[src/hw/rtl/rlsf_pkg.sv]
package rlsf_pkg;

    // field widths
    localparam int CoordW   = 15;
    localparam int ForcedW  = 16;
    localparam int DivW     = 8;
    localparam int StepW    = 8;
    localparam int CfgIdxW  = 3;
    localparam int CfgDataW = 15;

    // serial divider: one quotient bit per cycle over the distance width
    localparam int DivCntW  = $clog2(CoordW);

    // divisor value after reset
    localparam logic [DivW-1:0] DivReset = 8'd16;

    // configuration register indexes
    localparam logic [CfgIdxW-1:0] REG_ANCHOR_X   = 3'd0;
    localparam logic [CfgIdxW-1:0] REG_ANCHOR_Y   = 3'd1;
    localparam logic [CfgIdxW-1:0] REG_MAX_X      = 3'd2;
    localparam logic [CfgIdxW-1:0] REG_MAX_Y      = 3'd3;
    localparam logic [CfgIdxW-1:0] REG_CATCHUP    = 3'd4;

    // how the scroll registers are updated for one tick
    typedef enum logic [1:0] {
        MODE_FORCE  = 2'd0,
        MODE_JUMP   = 2'd1,
        MODE_FOLLOW = 2'd2
    } t_mode;

    // controller to datapath
    typedef struct packed {
        logic  load_in;
        logic  setup;
        logic  div_step;
        logic  update;
        t_mode mode;
        logic  load_out;
    } t_cmd;

    // datapath to controller
    typedef struct packed {
        logic forced;
    } t_status;

endpackage

[src/hw/rtl/rlsf_ctrl.sv]
module rlsf_ctrl (
    input  logic              i_clk,
    input  logic              i_rst_n,
    input  logic              i_in_valid,
    output logic              o_in_stall,
    input  logic              i_new_screen,
    output logic              o_out_valid,
    input  logic              i_out_stall,
    input  rlsf_pkg::t_status i_status,
    output rlsf_pkg::t_cmd    o_cmd
);
    import rlsf_pkg::*;

    typedef enum logic [4:0] {
        S_IDLE    = 5'b00001,
        S_SETUP   = 5'b00010,
        S_DIV     = 5'b00100,
        S_UPDATE  = 5'b01000,
        S_PUBLISH = 5'b10000
    } t_state;

    t_state               r_state, n_state;
    t_mode                r_mode, n_mode;
    logic                 r_pending, n_pending;
    logic                 r_out_valid, n_out_valid;
    logic [DivCntW-1:0]   r_cnt, n_cnt;
    logic                 in_xfer;

    assign in_xfer     = i_in_valid && !o_in_stall;
    assign o_in_stall  = (r_state != S_IDLE);
    assign o_out_valid = r_out_valid;

    // next-state and command decode
    always_comb begin
        n_state     = r_state;
        n_mode      = r_mode;
        n_pending   = r_pending;
        n_cnt       = r_cnt;
        n_out_valid = r_out_valid && i_out_stall;
        o_cmd          = '0;
        o_cmd.mode     = r_mode;
        unique case (r_state)
            S_IDLE: begin
                if (in_xfer) begin
                    o_cmd.load_in = 1'b1;
                    n_pending     = r_pending | i_new_screen;
                    n_state       = S_SETUP;
                end
            end
            S_SETUP: begin
                o_cmd.setup = 1'b1;
                priority if (i_status.forced) begin
                    n_mode  = MODE_FORCE;
                    n_state = S_UPDATE;
                end else if (r_pending) begin
                    n_mode    = MODE_JUMP;
                    n_pending = 1'b0;
                    n_state   = S_UPDATE;
                end else begin
                    n_mode  = MODE_FOLLOW;
                    n_cnt   = DivCntW'(CoordW - 1);
                    n_state = S_DIV;
                end
            end
            S_DIV: begin
                o_cmd.div_step = 1'b1;
                if (r_cnt == '0) begin
                    n_state = S_UPDATE;
                end else begin
                    n_cnt = r_cnt - 1'b1;
                end
            end
            S_UPDATE: begin
                o_cmd.update = 1'b1;
                n_state      = S_PUBLISH;
            end
            S_PUBLISH: begin
                // wait until the output register is free or being taken
                if (!r_out_valid || !i_out_stall) begin
                    o_cmd.load_out = 1'b1;
                    n_out_valid    = 1'b1;
                    n_state        = S_IDLE;
                end
            end
            default: begin
                n_state = S_IDLE;
            end
        endcase
    end

    // control registers
    always_ff @(posedge i_clk) begin
        if (!i_rst_n) begin
            r_state     <= S_IDLE;
            r_mode      <= MODE_FOLLOW;
            r_pending   <= 1'b1;
            r_out_valid <= 1'b0;
            r_cnt       <= '0;
        end else begin
            r_state     <= n_state;
            r_mode      <= n_mode;
            r_pending   <= n_pending;
            r_out_valid <= n_out_valid;
            r_cnt       <= n_cnt;
        end
    end

    // an accepted transfer always starts the setup step
    a_accept_setup: assert property (@(posedge i_clk) disable iff (!i_rst_n)
        in_xfer |=> (r_state == S_SETUP))
        else $error("accepted transfer did not enter setup");

    // last divider step hands over to the update
    a_div_done: assert property (@(posedge i_clk) disable iff (!i_rst_n)
        (r_state == S_DIV && r_cnt == '0) |=> (r_state == S_UPDATE))
        else $error("divider did not finish after last step");

    // an unforced tick with a pending jump takes the jump and clears the flag
    a_jump_clear: assert property (@(posedge i_clk) disable iff (!i_rst_n)
        (r_state == S_SETUP && !i_status.forced && r_pending)
        |=> (r_mode == MODE_JUMP && !r_pending))
        else $error("pending jump not taken");

    // a held result is never overwritten
    a_no_overwrite: assert property (@(posedge i_clk) disable iff (!i_rst_n)
        (r_state == S_PUBLISH && r_out_valid && i_out_stall)
        |=> (r_state == S_PUBLISH && r_out_valid))
        else $error("result overwritten while stalled");

endmodule

[src/hw/rtl/rlsf_dp.sv]
module rlsf_dp #(
    parameter int MAX_STEP = 8
) (
    input  logic                           i_clk,
    input  logic                           i_rst_n,
    input  logic                           i_cfg_we,
    input  logic [rlsf_pkg::CfgIdxW-1:0]   i_cfg_idx,
    input  logic [rlsf_pkg::CfgDataW-1:0]  i_cfg_data,
    input  logic [rlsf_pkg::CoordW-1:0]    i_object_x,
    input  logic [rlsf_pkg::CoordW-1:0]    i_object_y,
    input  logic [rlsf_pkg::ForcedW-1:0]   i_forced_x,
    input  logic [rlsf_pkg::ForcedW-1:0]   i_forced_y,
    input  rlsf_pkg::t_cmd                 i_cmd,
    output rlsf_pkg::t_status              o_status,
    output logic [rlsf_pkg::CoordW-1:0]    o_view_x,
    output logic [rlsf_pkg::CoordW-1:0]    o_view_y
);
    import rlsf_pkg::*;

    // configuration
    logic [CoordW-1:0] r_anchor_x, r_anchor_y, r_max_x, r_max_y;
    logic [DivW-1:0]   r_catchup;
    logic [DivW-1:0]   eff_div;

    // per-tick operands
    logic [CoordW-1:0] r_tgt_x, r_tgt_y, r_fc_x, r_fc_y;
    logic              r_forced;
    logic [CoordW-1:0] tgt_x, tgt_y, fc_x, fc_y;

    // divider lanes
    logic [CoordW-1:0] r_quo_x, r_quo_y;
    logic [DivW-1:0]   r_rem_x, r_rem_y;
    logic              r_neg_x, r_neg_y, r_zero_x, r_zero_y;
    logic [DivW:0]     trial_x, trial_y;
    logic              ge_x, ge_y;
    logic [DivW:0]     diff_x, diff_y;

    // scroll state and output register
    logic [CoordW-1:0] r_scroll_x, r_scroll_y;
    logic [CoordW-1:0] r_out_x, r_out_y;

    // target offset: object minus anchor, clamped to 0..max
    function automatic logic [CoordW-1:0] f_target(
        input logic [CoordW-1:0] obj,
        input logic [CoordW-1:0] anchor,
        input logic [CoordW-1:0] maxv
    );
        logic [CoordW:0] d;
        d = {1'b0, obj} - {1'b0, anchor};
        if (d[CoordW]) begin
            return '0;
        end else if (d[CoordW-1:0] > maxv) begin
            return maxv;
        end
        return d[CoordW-1:0];
    endfunction

    // forced value clamped to the axis maximum
    function automatic logic [CoordW-1:0] f_clamp(
        input logic [ForcedW-1:0] f,
        input logic [CoordW-1:0]  maxv
    );
        if (f < ForcedW'(maxv)) begin
            return f[CoordW-1:0];
        end
        return maxv;
    endfunction

    // one step toward the target, capped and saturated
    function automatic logic [CoordW-1:0] f_follow(
        input logic [CoordW-1:0] cur,
        input logic [CoordW-1:0] q,
        input logic              neg,
        input logic              zero
    );
        logic [StepW-1:0] step;
        logic [CoordW:0]  sum;
        if (q >= CoordW'(MAX_STEP - 1)) begin
            step = StepW'(MAX_STEP);
        end else begin
            step = q[StepW-1:0] + StepW'(1);
        end
        sum = {1'b0, cur} + (CoordW+1)'(step);
        if (zero) begin
            return cur;
        end else if (neg) begin
            return sum[CoordW] ? '1 : sum[CoordW-1:0];
        end else if (CoordW'(step) > cur) begin
            return '0;
        end
        return cur - CoordW'(step);
    endfunction

    assign eff_div = (r_catchup == '0) ? DivW'(1) : r_catchup;
    assign tgt_x   = f_target(i_object_x, r_anchor_x, r_max_x);
    assign tgt_y   = f_target(i_object_y, r_anchor_y, r_max_y);
    assign fc_x    = f_clamp(i_forced_x, r_max_x);
    assign fc_y    = f_clamp(i_forced_y, r_max_y);

    // restoring divide: shift one dividend bit into the remainder per step
    assign trial_x = {r_rem_x, r_quo_x[CoordW-1]};
    assign trial_y = {r_rem_y, r_quo_y[CoordW-1]};
    assign ge_x    = (trial_x >= {1'b0, eff_div});
    assign ge_y    = (trial_y >= {1'b0, eff_div});
    assign diff_x  = trial_x - {1'b0, eff_div};
    assign diff_y  = trial_y - {1'b0, eff_div};

    assign o_status.forced = r_forced;
    assign o_view_x        = r_out_x;
    assign o_view_y        = r_out_y;

    // configuration registers
    always_ff @(posedge i_clk) begin
        if (!i_rst_n) begin
            r_anchor_x <= '0;
            r_anchor_y <= '0;
            r_max_x    <= '0;
            r_max_y    <= '0;
            r_catchup  <= DivReset;
        end else if (i_cfg_we) begin
            unique case (i_cfg_idx)
                REG_ANCHOR_X: r_anchor_x <= i_cfg_data;
                REG_ANCHOR_Y: r_anchor_y <= i_cfg_data;
                REG_MAX_X:    r_max_x    <= i_cfg_data;
                REG_MAX_Y:    r_max_y    <= i_cfg_data;
                REG_CATCHUP:  r_catchup  <= i_cfg_data[DivW-1:0];
                default: ;
            endcase
        end
    end

    // input capture: targets and clamped forced values
    always_ff @(posedge i_clk) begin
        if (i_cmd.load_in) begin
            r_tgt_x  <= tgt_x;
            r_tgt_y  <= tgt_y;
            r_fc_x   <= fc_x;
            r_fc_y   <= fc_y;
            r_forced <= (i_forced_x != '0) || (i_forced_y != '0);
        end
    end

    // distance setup and divider iterations
    always_ff @(posedge i_clk) begin
        if (i_cmd.setup) begin
            r_neg_x  <= (r_scroll_x < r_tgt_x);
            r_neg_y  <= (r_scroll_y < r_tgt_y);
            r_zero_x <= (r_scroll_x == r_tgt_x);
            r_zero_y <= (r_scroll_y == r_tgt_y);
            r_quo_x  <= (r_scroll_x < r_tgt_x) ? r_tgt_x - r_scroll_x
                                               : r_scroll_x - r_tgt_x;
            r_quo_y  <= (r_scroll_y < r_tgt_y) ? r_tgt_y - r_scroll_y
                                               : r_scroll_y - r_tgt_y;
            r_rem_x  <= '0;
            r_rem_y  <= '0;
        end else if (i_cmd.div_step) begin
            r_rem_x <= ge_x ? diff_x[DivW-1:0] : trial_x[DivW-1:0];
            r_rem_y <= ge_y ? diff_y[DivW-1:0] : trial_y[DivW-1:0];
            r_quo_x <= {r_quo_x[CoordW-2:0], ge_x};
            r_quo_y <= {r_quo_y[CoordW-2:0], ge_y};
        end
    end

    // scroll state
    always_ff @(posedge i_clk) begin
        if (!i_rst_n) begin
            r_scroll_x <= '0;
            r_scroll_y <= '0;
        end else if (i_cmd.update) begin
            unique case (i_cmd.mode)
                MODE_FORCE: begin
                    r_scroll_x <= r_fc_x;
                    r_scroll_y <= r_fc_y;
                end
                MODE_JUMP: begin
                    r_scroll_x <= r_tgt_x;
                    r_scroll_y <= r_tgt_y;
                end
                MODE_FOLLOW: begin
                    r_scroll_x <= f_follow(r_scroll_x, r_quo_x, r_neg_x, r_zero_x);
                    r_scroll_y <= f_follow(r_scroll_y, r_quo_y, r_neg_y, r_zero_y);
                end
                default: ;
            endcase
        end
    end

    // output register
    always_ff @(posedge i_clk) begin
        if (i_cmd.load_out) begin
            r_out_x <= r_scroll_x;
            r_out_y <= r_scroll_y;
        end
    end

endmodule

[src/hw/rtl/rate_limited_scroll_follow.sv]
// A forced or jump tick passes through the setup, update and publish states before
// its result is presented; a follow tick also runs the bit-serial distance divider
// (both axes divided side by side, one quotient bit per cycle).
// A new item is taken only once the previous one has been published, though that
// result may still wait in the output register.
// Reset (synchronous, active low): offsets 0, jump pending, divisor 16.
module rate_limited_scroll_follow #(
    parameter int MAX_STEP = 8
) (
    input  logic                           i_clk,
    input  logic                           i_rst_n,
    input  logic                           i_cfg_we,
    input  logic [rlsf_pkg::CfgIdxW-1:0]   i_cfg_idx,
    input  logic [rlsf_pkg::CfgDataW-1:0]  i_cfg_data,
    input  logic                           i_in_valid,
    output logic                           o_in_stall,
    input  logic [rlsf_pkg::CoordW-1:0]    i_object_x,
    input  logic [rlsf_pkg::CoordW-1:0]    i_object_y,
    input  logic [rlsf_pkg::ForcedW-1:0]   i_forced_x,
    input  logic [rlsf_pkg::ForcedW-1:0]   i_forced_y,
    input  logic                           i_new_screen,
    output logic                           o_out_valid,
    input  logic                           i_out_stall,
    output logic [rlsf_pkg::CoordW-1:0]    o_view_x,
    output logic [rlsf_pkg::CoordW-1:0]    o_view_y
);
    import rlsf_pkg::*;

    t_cmd    cmd;
    t_status status;

    // sequencer
    rlsf_ctrl u_ctrl (
        .i_clk        (i_clk),
        .i_rst_n      (i_rst_n),
        .i_in_valid   (i_in_valid),
        .o_in_stall   (o_in_stall),
        .i_new_screen (i_new_screen),
        .o_out_valid  (o_out_valid),
        .i_out_stall  (i_out_stall),
        .i_status     (status),
        .o_cmd        (cmd)
    );

    // targets, divider lanes, scroll state
    rlsf_dp #(
        .MAX_STEP (MAX_STEP)
    ) u_dp (
        .i_clk      (i_clk),
        .i_rst_n    (i_rst_n),
        .i_cfg_we   (i_cfg_we),
        .i_cfg_idx  (i_cfg_idx),
        .i_cfg_data (i_cfg_data),
        .i_object_x (i_object_x),
        .i_object_y (i_object_y),
        .i_forced_x (i_forced_x),
        .i_forced_y (i_forced_y),
        .i_cmd      (cmd),
        .o_status   (status),
        .o_view_x   (o_view_x),
        .o_view_y   (o_view_y)
    );

endmodule

[config.mk]
export PLATFORM = sky130hd
export DESIGN_NAME = rate_limited_scroll_follow
export DESIGN_NICKNAME = d
export VERILOG_FILES = /design/src/hw/rtl/rlsf_pkg.sv /design/src/hw/rtl/rlsf_ctrl.sv /design/src/hw/rtl/rlsf_dp.sv /design/src/hw/rtl/rate_limited_scroll_follow.sv
export SDC_FILE = /design/constraint.sdc
export NUM_CORES = 1
export LEC_CHECK = 0
export BUFFER_PORTS_ARGS = -buffer_cell sky130_fd_sc_hd__buf_2
export CELL_PAD_IN_SITES_DETAIL_PLACEMENT = 0
export CELL_PAD_IN_SITES_GLOBAL_PLACEMENT = 1
export CORE_UTILIZATION = 49
export CTS_BUF_LIST = sky130_fd_sc_hd__clkbuf_2 sky130_fd_sc_hd__clkbuf_4 sky130_fd_sc_hd__clkbuf_8
export CTS_CLUSTER_DIAMETER = 150
export CTS_CLUSTER_SIZE = 24
export DETAILED_ROUTE_END_ITERATION = 12
export GPL_ROUTABILITY_DRIVEN = 0
export GPL_TIMING_DRIVEN = 0
export PLACE_DENSITY = 0.84
export SETUP_SLACK_MARGIN = 0.5
export SLEW_MARGIN = 20
export SYNTH_ARGS = -nofsm -noshare
export SYNTH_HDL_FRONTEND = slang
export SYNTH_HIERARCHICAL = 1
export SYNTH_SLANG_ARGS = --single-unit
[constraint.sdc]
create_clock -name i_clk -period 5.7 [get_ports i_clk]
set_input_delay 0.855 -clock i_clk [delete_from_list [all_inputs] [get_ports i_clk]]
set_output_delay 0.855 -clock i_clk [all_outputs]
set_load 0.01 [all_outputs]
==> results.json <==
{
  "grt-ovfl-total": 0,
  "worstReg2RegEnd": "u_dp/r_tgt_y[3]",
  "first_global_vias": 16300,
  "tightest_slew_ns": 0.959,
  "syn_inst": 2226,
  "synthMuxAreaShare_pct": 3.20,
  "grt_setup_unrepaired": "false",
  "syn2layout_area_growth_pct": 8.50,
  "pre_cts_ws_ns": 0.175,
  "clk-insertion-delay-late_ns": 0.58,
  "cts-root-buf": "clkbuf_8",
  "synth-compound-area-share_pct": 22.9,
  "worstHoldStart": "u_dp/r_anchor_y[10]",
  "vias_per_cell": 5.86,
  "hp-class": "flip-flop to flip-flop",
  "clkTransAtPathRegs_ns": 0.15,
  "start_kind": "primary input",
  "fin_util_pct": 53.9,
  "firstDrtPassIters": 7,
  "synthSimpleGateAreaFrac_pct": 18.0,
  "drv_slew": 0,
  "yosysMostFrequentCell": "nand2_1",
  "synth_top_area_share_pct": 19.5,
  "path_class": "primary input to flip-flop",
  "crit_start": "i_object_x[0]",
  "synth_cell_types": 87,
  "max_slew_margin_pct": 35.5,
  "vias": 17000,
  "status": "finished, final reports clean",
  "drive_gt1_share_pct": 10.4,
  "hold_viol_final": 0,
  "worstRegToRegCells": 18,
  "fin_skew_ns": 0.0460,
  "ant_nets": 0,
  "maxCapViolCount": 0,
  "cp-end-kind": "flip-flop",
  "period_share_pct": 82.4,
  "die_x_um": 200,
  "whs_path_depth": 2,
  "fmax_mhz": 213,
  "fp-row-count": 72,
  "drt_wl_total_um": 55700,
  "rr_startpoint": "u_dp/r_anchor_y[0]",
  "cts_tree": "yes",
  "avgSynthCellArea_um2": 8.65,
  "die_h_um": 200,
  "cts-htree-levels": 1,
  "clockBufferDepth": 3,
  "ys_async_sr_fraction_pct": 0,
  "portBuffers": 117,
  "crit_fanout": 10,
  "nFillCells": 3764,
  "synth_xor_area_share_pct": 3.18,
  "coreArea_um2": 38700,
  "post_cts_buffers": 0,
  "synth_common_cells": "264 x nand2_1, 201 x ha_1, 185 x inv_1",
  "antenna_found_initial": 2,
  "die-area_um2": 40100,
  "period_needed_ns": 4.70,
  "synth-adder-area-share_pct": 14.3,
  "drcViolationCount": 0,
  "hold_buffers": 0,
  "synth_edf_count": 125,
  "dp_hpwl_um": 44600,
  "grt_pass1_wl_um": 87800,
  "ys_seq_elements": 252,
  "setup_ws_ns": 1.00,
  "worstHoldEndpoint": "u_dp/r_anchor_y[10]",
  "clkSinkCount": 252,
  "grt_max_degree": 34,
  "drt_iter0_drc": 1549,
  "grt_usage_pct": 27.2,
  "initial_core_util_pct": 49.7,
  "power.total_mw": 3.87,
  "ir_worst_vdd_mv": 0.174,
  "synth_seq_area_share_pct": 32.7,
  "setup_tns_ns": 0,
  "antenna-diode-count": 0,
  "synth_top_family_by_area": "compound AO/OA/AOI/OAI gates",
  "critical_path_required_ns": 6.09,
  "power.leakage_nw": 8.21,
  "cts_made_buffers": 14,
  "wl_per_cell_um": 19.2,
  "ys_top_cells_by_area": "edfxtp_1 19%, dfxtp_1 13%, ha_1 13%, nand2_1 5.1%, a21oi_1 4.4%",
  "r2r_setup_slack_ns": 1.10,
  "arrival_ns": 5.09,
  "syn_area_um2": 19300,
  "ys_warn_count": 6,
  "io_pins": 118,
  "setup_violations": 0,
  "ys.flop_type": "dfxtp_1",
  "whs_ns": 0.473,
  "synth_top_area_cell": "edfxtp_1",
  "powerDensity_nw_per_um2": 185,
  "final_nets": 2674
}
placed cells by master (no fill, tap or decap), drive strengths merged, types with 24 or more instances in the layout:
cell / count
mux2: 37
nand2b: 31
a21oi: 171
xnor2: 52
nand2: 266
nor2: 111
o21a: 29
a21boi: 77
o21ai: 89
nand3: 56
a211oi: 24
a21o: 59
inv: 188
dfxtp: 127
edfxtp: 125
o211ai: 41
nor4: 27
clkbuf: 88
nor3: 45
nor2b: 34
or3: 26
buf: 143
nand4: 24
ha: 201
worst max path at each step:
stage	end	slack [ns]	cells past startpoint
after global placement	u_dp/r_tgt_x[1]	0.24	22
after floorplan	u_dp/r_tgt_x[1]	1.08	21
final	u_dp/r_tgt_x[1]	1.00	22
after CTS	u_dp/r_tgt_x[1]	0.73	22
after detailed placement	u_dp/r_tgt_x[1]	0.18	22
after global routing	u_dp/r_tgt_x[1]	0.58	22
metrics by stage:
| step | std cells | instance area, µm² |
|---|---|---|
| 3_5_place_dp | 2877 | 20600 |
| 5_1_grt | 2901 | 20900 |
| 3_3_place_gp | 2875 | 20500 |
| 2_1_floorplan | 2240 | 19300 |
| 6_report | 2901 | 20900 |
| 4_1_cts | 2901 | 20900 |
routing by layer:
metal  share of wire [%]  vias to the layer above  global-route usage, %
met5               0.047                        -                      0
met4                 3.0                        4                   7.55
met3                 6.3                       86                   2.62
met2                  45                      544                   44.8
met1                  45                     7994                   37.8
li1                    -                     8359                      -
logic make-up (layout without fill, tap and decap cells):
logic type / count (synthesis) / after routing
xor gates and xnor gates: 70 / 70
muxes: 57 / 57
other: 2 / 16
adders and majority gates: 213 / 213
and+or+nand+nor: 706 / 706
DFF: 252 / 252
buffers and inverters: 278 / 421
AOI/OAI and AO/OA: 648 / 648
power breakdown:
| group | total [mW] | internal, mW | switching (mW) | leakage (nW) |
|---|---|---|---|---|
| Sequential | 2.04 | 1.98 | 0.0653 | 2.16 |
| Combinational | 0.935 | 0.369 | 0.566 | 5.91 |
| Clock | 0.888 | 0.299 | 0.589 | 0.148 |
worst max-delay path, cell delays in order:
cell      delay, ns
buf_2          0.10
inv_1          0.05
ha_1           0.15
inv_1          0.05
fa_1           0.39
a21o_1         0.17
a21o_1         0.21
a21oi_1        0.21
o21ai_0        0.18
o41ai_2        0.32
o21ai_0        0.20
a21oi_1        0.21
xnor2_1        0.14
ha_1           0.26
nand4_1        0.14
nor4_1         0.08
a21oi_1        0.34
and2_1         0.18
clkbuf_1       0.28
clkbuf_2       0.30
nand2_1        0.08
a21oi_1        0.18
what timing repair did:
action | CTS | global route
setup endpoints to repair | 0 | 11
resized for setup | 0 | 3
endpoints found under the hold margin | 0 | 0
area by class of cell:
class | count | area (µm²) | area share [%]
clock buffer | 22 | 259 | 1.24
sequential | 252 | 6300 | 30.1
timing repair buffer | 119 | 633 | 3.03
multi-input combinational | 1710 | 11900 | 57.2
buffer | 90 | 385 | 1.84
inverter | 188 | 706 | 3.38
clock inverter | 2 | 17.5 | 0.0839
tap | 518 | 648 | 3.10
(Power assumes the default switching activity.)
